===== config.mk =====
export PLATFORM = sky130hd
export DESIGN_NAME = line_pixel_stepper_unit
export DESIGN_NICKNAME = d
export VERILOG_FILES = /design/src/lpsu_pkg.sv /design/src/line_pixel_stepper_unit.sv /design/src/lpsu_front.sv /design/src/lpsu_fifo.sv /design/src/lpsu_back.sv
export SDC_FILE = /design/constraint.sdc
export NUM_CORES = 1
export LEC_CHECK = 0
export ABC_AREA = 1
export BUFFER_PORTS_ARGS = -buffer_cell sky130_fd_sc_hd__clkbuf_2
export CAP_MARGIN = 5
export CORE_MARGIN = 3
export CORE_UTILIZATION = 40
export CTS_BUF_LIST = sky130_fd_sc_hd__clkbuf_2
export DETAILED_ROUTE_END_ITERATION = 12
export GPL_TIMING_DRIVEN = 0
export MAX_ROUTING_LAYER = met4
export SKIP_CTS_REPAIR_TIMING = 1
export SLEW_MARGIN = 25
export SYNTH_ARGS = -nofsm -noshare
export SYNTH_HDL_FRONTEND = slang
export SYNTH_SLANG_ARGS = --single-unit

===== constraint.sdc =====
create_clock -name clk -period 8.7 [get_ports clk]
set_input_delay 0.87 -clock clk [delete_from_list [all_inputs] [get_ports clk]]
set_output_delay 0.87 -clock clk [all_outputs]
set_load 0.02 [all_outputs]

===== src/lpsu_pkg.sv =====
// ----------------------------------------------------------------------------
// lpsu_pkg
// shared types and codes for the line pixel stepper
// ----------------------------------------------------------------------------
package lpsu_pkg;

  // operation codes on the input channel
  localparam logic OP_START   = 1'b0;
  localparam logic OP_ADVANCE = 1'b1;

  // per-item command flags passed from front to back
  typedef struct packed {
    logic is_start;   // item begins a new line
    logic steep;      // major axis is y
    logic minor_neg;  // minor coordinate steps down
  } lpsu_ctrl_t;

  localparam int CTRL_W = $bits(lpsu_ctrl_t);

endpackage


===== src/line_pixel_stepper_unit.sv =====
// ----------------------------------------------------------------------------
// line_pixel_stepper_unit
// bresenham line generator for all octants; unless stalled, one pixel per clock
// ----------------------------------------------------------------------------
// A start item (operation 0) carries two signed endpoints; the unit picks the
// major axis (y on a tie or for a zero-length line), orders the endpoints so
// the major coordinate increases and returns the first pixel. Each advance
// item (operation 1) returns the next pixel; the end point is always included
// and carries last_pixel. An advance with no line in progress returns nothing,
// and a start during a line drops the old one. The classifier takes one item
// per cycle into a two-entry command queue while the queue has room, and the
// stepper retires one queued item per cycle while the output is not stalled,
// its single error-term update setting that pace. An item goes into the queue
// and then to the stepper's registered pixel output; the queue lets the input
// keep flowing for two items while the output is stalled.
module line_pixel_stepper_unit import lpsu_pkg::*; #(
  parameter int COORD_BITS = 16
) (
  input  logic                         clk,
  input  logic                         rst,
  // input channel
  input  logic                         in_valid,
  output logic                         in_stall,
  input  logic                         operation,
  input  logic signed [COORD_BITS-1:0] x_start,
  input  logic signed [COORD_BITS-1:0] y_start,
  input  logic signed [COORD_BITS-1:0] x_end,
  input  logic signed [COORD_BITS-1:0] y_end,
  // output channel
  output logic                         out_valid,
  input  logic                         out_stall,
  output logic signed [COORD_BITS-1:0] pixel_x,
  output logic signed [COORD_BITS-1:0] pixel_y,
  output logic                         last_pixel
);

  localparam int C      = COORD_BITS;
  localparam int E      = COORD_BITS + 3;
  localparam int Q_W    = CTRL_W + 5 * C + E;
  localparam int Q_DEPTH = 2;

  // classifier outputs
  lpsu_ctrl_t          f_ctrl;
  logic        [C-1:0] f_maj_pos;
  logic        [C-1:0] f_min_pos;
  logic        [C-1:0] f_maj_stop;
  logic        [C-1:0] f_maj_delta;
  logic        [C-1:0] f_min_delta;
  logic signed [E-1:0] f_err_init;

  // queue head
  lpsu_ctrl_t          q_ctrl;
  logic        [C-1:0] q_maj_pos;
  logic        [C-1:0] q_min_pos;
  logic        [C-1:0] q_maj_stop;
  logic        [C-1:0] q_maj_delta;
  logic        [C-1:0] q_min_delta;
  logic signed [E-1:0] q_err_init;

  logic [Q_W-1:0] q_push_data;
  logic [Q_W-1:0] q_head_data;
  logic           q_push;
  logic           q_pop;
  logic           q_full;
  logic           q_empty;
  logic           line_active;

  lpsu_front #(.COORD_BITS(COORD_BITS)) u_front (
    .operation (operation),
    .x_start   (x_start),
    .y_start   (y_start),
    .x_end     (x_end),
    .y_end     (y_end),
    .ctrl      (f_ctrl),
    .maj_pos   (f_maj_pos),
    .min_pos   (f_min_pos),
    .maj_stop  (f_maj_stop),
    .maj_delta (f_maj_delta),
    .min_delta (f_min_delta),
    .err_init  (f_err_init)
  );

  // input transfer lands straight in the queue
  assign in_stall    = q_full;
  assign q_push      = in_valid && !q_full;
  assign q_push_data = {f_ctrl, f_maj_pos, f_min_pos, f_maj_stop,
                        f_maj_delta, f_min_delta, f_err_init};

  lpsu_fifo #(.DATA_W(Q_W), .DEPTH(Q_DEPTH)) u_fifo (
    .clk       (clk),
    .rst       (rst),
    .push      (q_push),
    .push_data (q_push_data),
    .pop       (q_pop),
    .head_data (q_head_data),
    .full      (q_full),
    .empty     (q_empty)
  );

  assign {q_ctrl, q_maj_pos, q_min_pos, q_maj_stop,
          q_maj_delta, q_min_delta, q_err_init} = q_head_data;

  lpsu_back #(.COORD_BITS(COORD_BITS)) u_back (
    .clk           (clk),
    .rst           (rst),
    .cmd_valid     (!q_empty),
    .cmd_take      (q_pop),
    .ctrl          (q_ctrl),
    .cmd_maj_pos   (q_maj_pos),
    .cmd_min_pos   (q_min_pos),
    .cmd_maj_stop  (q_maj_stop),
    .cmd_maj_delta (q_maj_delta),
    .cmd_min_delta (q_min_delta),
    .cmd_err_init  (q_err_init),
    .line_active   (line_active),
    .out_valid     (out_valid),
    .out_stall     (out_stall),
    .pixel_x       (pixel_x),
    .pixel_y       (pixel_y),
    .last_pixel    (last_pixel)
  );

  // queue occupancy flags never both set
  assert property (@(posedge clk) disable iff (rst) !(q_full && q_empty))
    else $error("command queue reports full and empty at once");

  // a start always yields a pixel on the next cycle
  assert property (@(posedge clk) disable iff (rst)
    (q_pop && q_ctrl.is_start) |=> out_valid)
    else $error("start command produced no pixel");

  // an advance with no line in progress yields nothing
  assert property (@(posedge clk) disable iff (rst)
    (q_pop && !q_ctrl.is_start && !line_active) |=> !out_valid)
    else $error("idle advance produced a pixel");

  // pushing is only possible while the queue has room, so a full queue stays full until it pops
  assert property (@(posedge clk) disable iff (rst)
    (q_full && !q_pop) |=> q_full)
    else $error("command queue lost an entry");

endmodule


===== src/lpsu_front.sv =====
// ----------------------------------------------------------------------------
// lpsu_front
// classifies an input item: picks the major axis and orders the endpoints
// ----------------------------------------------------------------------------
module lpsu_front import lpsu_pkg::*; #(
  parameter int COORD_BITS = 16
) (
  input  logic                         operation,
  input  logic signed [COORD_BITS-1:0] x_start,
  input  logic signed [COORD_BITS-1:0] y_start,
  input  logic signed [COORD_BITS-1:0] x_end,
  input  logic signed [COORD_BITS-1:0] y_end,
  output lpsu_ctrl_t                   ctrl,
  output logic        [COORD_BITS-1:0] maj_pos,
  output logic        [COORD_BITS-1:0] min_pos,
  output logic        [COORD_BITS-1:0] maj_stop,
  output logic        [COORD_BITS-1:0] maj_delta,
  output logic        [COORD_BITS-1:0] min_delta,
  output logic signed [COORD_BITS+2:0] err_init
);

  localparam int C = COORD_BITS;

  logic signed [C:0]   dx;
  logic signed [C:0]   dy;
  logic        [C:0]   dx_neg;
  logic        [C:0]   dy_neg;
  logic        [C-1:0] adx;
  logic        [C-1:0] ady;
  logic                steep;
  logic                swap;
  logic signed [C-1:0] a0;
  logic signed [C-1:0] a1;
  logic signed [C-1:0] b0;
  logic signed [C-1:0] b1;
  logic signed [C-1:0] min_first;
  logic signed [C-1:0] min_last;

  // absolute deltas, one bit wider so they never overflow
  assign dx     = {x_end[C-1], x_end} - {x_start[C-1], x_start};
  assign dy     = {y_end[C-1], y_end} - {y_start[C-1], y_start};
  assign dx_neg = -dx;
  assign dy_neg = -dy;
  assign adx    = dx[C] ? dx_neg[C-1:0] : dx[C-1:0];
  assign ady    = dy[C] ? dy_neg[C-1:0] : dy[C-1:0];

  // ties and zero-length lines go along y
  assign steep = !(ady < adx);

  assign a0 = steep ? y_start : x_start;
  assign b0 = steep ? x_start : y_start;
  assign a1 = steep ? y_end   : x_end;
  assign b1 = steep ? x_end   : y_end;

  // major coordinate must increase
  assign swap      = a0 > a1;
  assign min_first = swap ? b1 : b0;
  assign min_last  = swap ? b0 : b1;

  assign maj_pos   = swap ? a1 : a0;
  assign min_pos   = min_first;
  assign maj_stop  = swap ? a0 : a1;
  assign maj_delta = steep ? ady : adx;
  assign min_delta = steep ? adx : ady;
  assign err_init  = $signed({2'b00, min_delta, 1'b0}) - $signed({3'b000, maj_delta});

  assign ctrl.is_start  = (operation == OP_START);
  assign ctrl.steep     = steep;
  assign ctrl.minor_neg = min_last < min_first;

endmodule


===== src/lpsu_fifo.sv =====
// ----------------------------------------------------------------------------
// lpsu_fifo
// short command queue between the classifier and the stepper
// ----------------------------------------------------------------------------
module lpsu_fifo #(
  parameter int DATA_W = 8,
  parameter int DEPTH  = 2
) (
  input  logic              clk,
  input  logic              rst,
  input  logic              push,
  input  logic [DATA_W-1:0] push_data,
  input  logic              pop,
  output logic [DATA_W-1:0] head_data,
  output logic              full,
  output logic              empty
);

  localparam int PTR_W = (DEPTH > 1) ? $clog2(DEPTH) : 1;
  localparam int CNT_W = $clog2(DEPTH + 1);

  logic [DATA_W-1:0] entries [DEPTH];
  logic [PTR_W-1:0]  wr_ptr;
  logic [PTR_W-1:0]  rd_ptr;
  logic [CNT_W-1:0]  count;

  assign full      = (count == CNT_W'(DEPTH));
  assign empty     = (count == '0);
  assign head_data = entries[rd_ptr];

  always_ff @(posedge clk) begin
    if (push) begin
      entries[wr_ptr] <= push_data;
    end
  end

  always_ff @(posedge clk) begin
    if (rst) begin
      wr_ptr <= '0;
      rd_ptr <= '0;
      count  <= '0;
    end else begin
      if (push) begin
        wr_ptr <= (wr_ptr == PTR_W'(DEPTH - 1)) ? '0 : wr_ptr + 1'b1;
      end
      if (pop) begin
        rd_ptr <= (rd_ptr == PTR_W'(DEPTH - 1)) ? '0 : rd_ptr + 1'b1;
      end
      if (push && !pop) begin
        count <= count + 1'b1;
      end else if (pop && !push) begin
        count <= count - 1'b1;
      end
    end
  end

endmodule


===== src/lpsu_back.sv =====
// ----------------------------------------------------------------------------
// lpsu_back
// bresenham stepper with registered pixel output
// ----------------------------------------------------------------------------
module lpsu_back import lpsu_pkg::*; #(
  parameter int COORD_BITS = 16
) (
  input  logic                         clk,
  input  logic                         rst,
  input  logic                         cmd_valid,
  output logic                         cmd_take,
  input  lpsu_ctrl_t                   ctrl,
  input  logic        [COORD_BITS-1:0] cmd_maj_pos,
  input  logic        [COORD_BITS-1:0] cmd_min_pos,
  input  logic        [COORD_BITS-1:0] cmd_maj_stop,
  input  logic        [COORD_BITS-1:0] cmd_maj_delta,
  input  logic        [COORD_BITS-1:0] cmd_min_delta,
  input  logic signed [COORD_BITS+2:0] cmd_err_init,
  output logic                         line_active,
  output logic                         out_valid,
  input  logic                         out_stall,
  output logic signed [COORD_BITS-1:0] pixel_x,
  output logic signed [COORD_BITS-1:0] pixel_y,
  output logic                         last_pixel
);

  localparam int C = COORD_BITS;
  localparam int E = COORD_BITS + 3;

  logic                steep_line;
  logic                minor_dir_negative;
  logic        [C-1:0] major_pos;
  logic        [C-1:0] minor_pos;
  logic        [C-1:0] major_stop;
  logic        [C-1:0] major_delta;
  logic        [C-1:0] minor_delta;
  logic signed [E-1:0] error_term;

  logic                out_free;
  logic                emit;
  logic                cur_steep;
  logic                cur_neg;
  logic        [C-1:0] cur_maj;
  logic        [C-1:0] cur_min;
  logic        [C-1:0] cur_stop;
  logic        [C-1:0] cur_majd;
  logic        [C-1:0] cur_mind;
  logic signed [E-1:0] cur_err;
  logic                at_end;
  logic        [C:0]   delta_diff;
  logic signed [E-1:0] err_up;
  logic signed [E-1:0] err_flat;
  logic signed [E-1:0] error_term_next;
  logic        [C-1:0] minor_pos_next;

  assign out_free = !out_valid || !out_stall;
  assign cmd_take = cmd_valid && out_free;
  // an advance with no line in progress is dropped
  assign emit     = cmd_take && (ctrl.is_start || line_active);

  assign cur_steep = ctrl.is_start ? ctrl.steep     : steep_line;
  assign cur_neg   = ctrl.is_start ? ctrl.minor_neg : minor_dir_negative;
  assign cur_maj   = ctrl.is_start ? cmd_maj_pos    : major_pos;
  assign cur_min   = ctrl.is_start ? cmd_min_pos    : minor_pos;
  assign cur_stop  = ctrl.is_start ? cmd_maj_stop   : major_stop;
  assign cur_majd  = ctrl.is_start ? cmd_maj_delta  : major_delta;
  assign cur_mind  = ctrl.is_start ? cmd_min_delta  : minor_delta;
  assign cur_err   = ctrl.is_start ? cmd_err_init   : error_term;

  assign at_end = $signed(cur_maj) >= $signed(cur_stop);

  assign delta_diff = {1'b0, cur_mind} - {1'b0, cur_majd};
  assign err_up     = cur_err + $signed({delta_diff[C], delta_diff, 1'b0});
  assign err_flat   = cur_err + $signed({2'b00, cur_mind, 1'b0});

  always_comb begin
    minor_pos_next  = cur_min;
    error_term_next = err_flat;
    if (cur_err > 0) begin
      minor_pos_next  = cur_neg ? cur_min - 1'b1 : cur_min + 1'b1;
      error_term_next = err_up;
    end
  end

  always_ff @(posedge clk) begin
    if (emit) begin
      steep_line         <= cur_steep;
      minor_dir_negative <= cur_neg;
      major_stop         <= cur_stop;
      major_delta        <= cur_majd;
      minor_delta        <= cur_mind;
      major_pos          <= cur_maj + 1'b1;
      minor_pos          <= minor_pos_next;
      error_term         <= error_term_next;
      pixel_x            <= cur_steep ? cur_min : cur_maj;
      pixel_y            <= cur_steep ? cur_maj : cur_min;
      last_pixel         <= at_end;
    end
  end

  always_ff @(posedge clk) begin
    if (rst) begin
      line_active <= 1'b0;
      out_valid   <= 1'b0;
    end else begin
      if (emit) begin
        line_active <= !at_end;
        out_valid   <= 1'b1;
      end else if (!out_stall) begin
        out_valid   <= 1'b0;
      end
    end
  end

endmodule

==> results_dict.tcl <==
set metrics [dict create \
    gr-usage-all-layers 0.2309 \
    post_route_core_utilization 0.4575 \
    count_of_synthesis_stage_warnings_from_yosys 0 \
    first_global_vias 18090 \
    asyncSetResetFlopFracSynth 0 \
    core_region_area_mm2 0.05445 \
    ys_seq_area_frac 0.4563 \
    port_buffers 103 \
    setup.worst_path.end_class "register" \
    start_util 0.4093 \
    drt-pass1-iter-count 6 \
    die_w_um 242.0 \
    synth_compound_gate_area_share 0.1475 \
    crit_top_cell "sky130_fd_sc_hd__nand2_1" \
    die_h_um 242.0 \
    crit_arrival_ns 8.98 \
    gp_congestion 0.9532 \
    avgSynthCellArea_um2 8.950 \
    finalHoldViolCount 0 \
    yosys.area_share.simple 0.1519 \
    yosys_register_bits 341 \
    hold_path_class "in -> reg" \
    ios 104 \
    num_rows 85 \
    worst_clock_skew_ns 0.06340 \
    timing.hold.ws_ns 0.1276 \
    max_freq_ghz 0.1212 \
    netlist-cell-type-count 61 \
    grt_start_max_net_pins 74 \
    antenna_violating_nets_post_route 0 \
    layout_worst_path_cycle_share 0.9483 \
    cts_tree "yes" \
    numCtsBuffers 89 \
    dr.first_iter.drc_count 1431 \
    drc 0 \
    cp_max_fo 10 \
    drive_above_1_share 0.1389 \
    synth_top_flop_cell "sky130_fd_sc_hd__edfxtp_1" \
    slew_violations 0 \
    drt-wirelength-per-cell_um 19.03 \
    synthAdderAreaFrac 0.09522 \
    outcome "completed" \
    max_stage_delay_ns 0.75 \
    routed_wl_mm 66.73 \
    remaining_global_route_overflow 0 \
    cts.sink_count 341 \
    viasPerCell 5.205 \
    design.die.area_mm2 0.05858 \
    worst_ep_required_time_ns 9.43 \
    ff2ff_setup_slack_ns 2.34 \
    final_period_minus_worst_setup_slack_ns 8.250 \
    detailed_place_hpwl_mm 53.39 \
    netlist_instances 2490 \
    hold-path-cell-count 2 \
    max_slew.worst_pin.slew_ns 0.8531 \
    setup_violations 0 \
    layout-area-overhead-vs-synth_pct 11.78 \
    synth-xor-area-share 0.04323 \
    worst_reg_to_reg_cells 26 \
    crit_path_top_delay_cell "sky130_fd_sc_hd__o21ai_0" \
    post_synth_instance_area_mm2 0.02229 \
    setup_tns_ns 0 \
    mostFrequentLayoutCell "sky130_fd_sc_hd__nand2_1" \
    detailed_place.area_mm2 0.02404 \
    slew-limit-headroom 0.4252 \
    combinational_family_with_the_most_area_after_synthesis "simple AND/OR/NAND/NOR gates" \
    clock_tree.htree_level_count 3 \
    hold_path.startpoint "operation" \
    dr_total_vias 18250 \
    synth-edff-count 334 \
    cp_launch_point "x_end[0]" \
    fin_nets 2930 \
    cts.path.max_buffers 3 \
    critPathLaunchType "input pin" \
    critical_path.reg2reg.endpoint "u_back.error_term[18]" \
    yosys-mux-area-fraction 0.02723 \
    layout.cell_area.non_filler_mm2 0.02491 \
    initial_antenna_violation_count 3 \
    mostFrequentLayoutCells "sky130_fd_sc_hd__nand2_1 (555), sky130_fd_sc_hd__inv_1 (334), sky130_fd_sc_hd__edfxtp_1 (334), sky130_fd_sc_hd__o21ai_0 (241), sky130_fd_sc_hd__clkbuf_2 (233)" \
    min_to "u_fifo.entries[1][101]" \
    cap_violations 0 \
    synth.net_count 2725 \
    critical_path_class "in -> reg" \
    grt_setup_unrepaired "no" \
    clk_pin_slew_worst_paths_ns 0.09 \
    worstSkewPairLatency_ns 1.01 \
    first_pass_grt_wire_length_mm 102.3 \
    ctsRootBufferMaster "sky130_fd_sc_hd__clkbuf_2" \
]
==> cell type report <==
class,instances,area [um2]
Inverter,346,1309
Antenna cell,3,7.507
Timing Repair Buffer,114,803.3
Clock buffer,128,640.6
Buffer,83,451.7
Multi-Input combinational cell,1720,10390
Sequential cell,341,10170
Clock inverter,32,212.7
Fill cell,5348,29540
Tap cell,739,924.6
==> synth_stat cells (4+ instances only) <==
master,n,area [um2]
sky130_fd_sc_hd__nand3b_1,5,37.54
sky130_fd_sc_hd__clkbuf_1,31,116.4
sky130_fd_sc_hd__o21ai_1,44,220.2
sky130_fd_sc_hd__xor2_1,83,727.0
sky130_fd_sc_hd__mux2i_1,46,460.4
sky130_fd_sc_hd__nor2_1,109,409.1
sky130_fd_sc_hd__nand2_1,555,2083
sky130_fd_sc_hd__nor3_1,17,85.08
sky130_fd_sc_hd__nand4_1,13,81.33
sky130_fd_sc_hd__o21ai_0,252,1261
sky130_fd_sc_hd__buf_2,35,175.2
sky130_fd_sc_hd__ha_1,160,2002
sky130_fd_sc_hd__a21oi_1,141,705.7
sky130_fd_sc_hd__o211ai_1,62,465.5
sky130_fd_sc_hd__a31oi_1,7,43.79
sky130_fd_sc_hd__mux2_2,13,146.4
sky130_fd_sc_hd__o21bai_1,4,30.03
sky130_fd_sc_hd__or2_1,4,25.02
sky130_fd_sc_hd__o21ai_2,7,61.31
sky130_fd_sc_hd__o211ai_2,4,50.05
sky130_fd_sc_hd__o21a_1,14,105.1
sky130_fd_sc_hd__or2_2,6,37.54
sky130_fd_sc_hd__buf_4,6,45.04
sky130_fd_sc_hd__o31ai_1,6,45.04
sky130_fd_sc_hd__inv_1,335,1257
sky130_fd_sc_hd__inv_2,8,30.03
sky130_fd_sc_hd__edfxtp_1,334,10030
sky130_fd_sc_hd__buf_6,5,56.30
sky130_fd_sc_hd__nand3_1,73,365.4
sky130_fd_sc_hd__dfxtp_1,7,140.1
sky130_fd_sc_hd__a21o_1,8,60.06
sky130_fd_sc_hd__xnor2_1,27,236.5
sky130_fd_sc_hd__fa_1,6,120.1
sky130_fd_sc_hd__nand2_2,10,62.56
==> through the flow <==
| stage | std cells | worst slack, ns |
|---|---|---|
| 6_report | 3506 | 0.4496 |
| 5_1_grt | 3506 | 0.001495 |
| 4_1_cts | 3503 | 0.2106 |
| 3_5_place_dp | 3343 | -0.9287 |
| 3_3_place_gp | 3332 | -0.8000 |
| 2_1_floorplan | 2490 | 1.087 |
==> cell families after synthesis <==
| kind of cell | Yosys count |
|---|---|
| flops | 341 |
| compound gates | 573 |
| mux | 59 |
| xor+xnor | 110 |
| buf+inv | 429 |
| simple gates | 812 |
| fa+ha+maj | 166 |
==> worst max path at each step <==
stage                            end  depth (start not counted)
6_report       u_fifo.entries[0][99]                         48
5_1_grt        u_fifo.entries[1][99]                         46
4_1_cts        u_fifo.entries[0][99]                         46
3_5_place_dp   u_fifo.entries[0][99]                         46
3_3_place_gp   u_fifo.entries[1][99]                         48
2_1_floorplan  u_fifo.entries[0][99]                         46
==> layer usage <==
layer | part of all wire | track usage | vias up | wire, um
li1 | - | - | 8976 | -
met1 | 0.46 | 0.3073 | 8572 | 30500
met2 | 0.45 | 0.3534 | 590 | 29810
met3 | 0.067 | 0.04460 | 110 | 4471
met4 | 0.029 | 0.07956 | 0 | 1947
met5 | 0 | - | - | 0
==> sequential cells by signal (all words and copies together), names as in the netlist, 16 cells and up, named ones only <==
signal / count
u_back.pixel_x: 16
u_back.minor_delta: 16
u_back.error_term: 19
u_back.major_stop: 16
u_back.major_pos: 16
u_back.major_delta: 16
u_back.minor_pos: 16
u_fifo.entries: 200
u_back.pixel_y: 16
==> critical path, delay by kind of cell <==
kind | cells | cell delay (ns)
compound gates | 10 | 2.23
xor+xnor | 1 | 0.43
fa+ha+maj | 5 | 1.54
buf+inv | 8 | 1.38
simple gates | 24 | 2.50
Power is not shown: default switching activity piles up to over one toggle a cycle in this logic, so the estimate is an artifact.
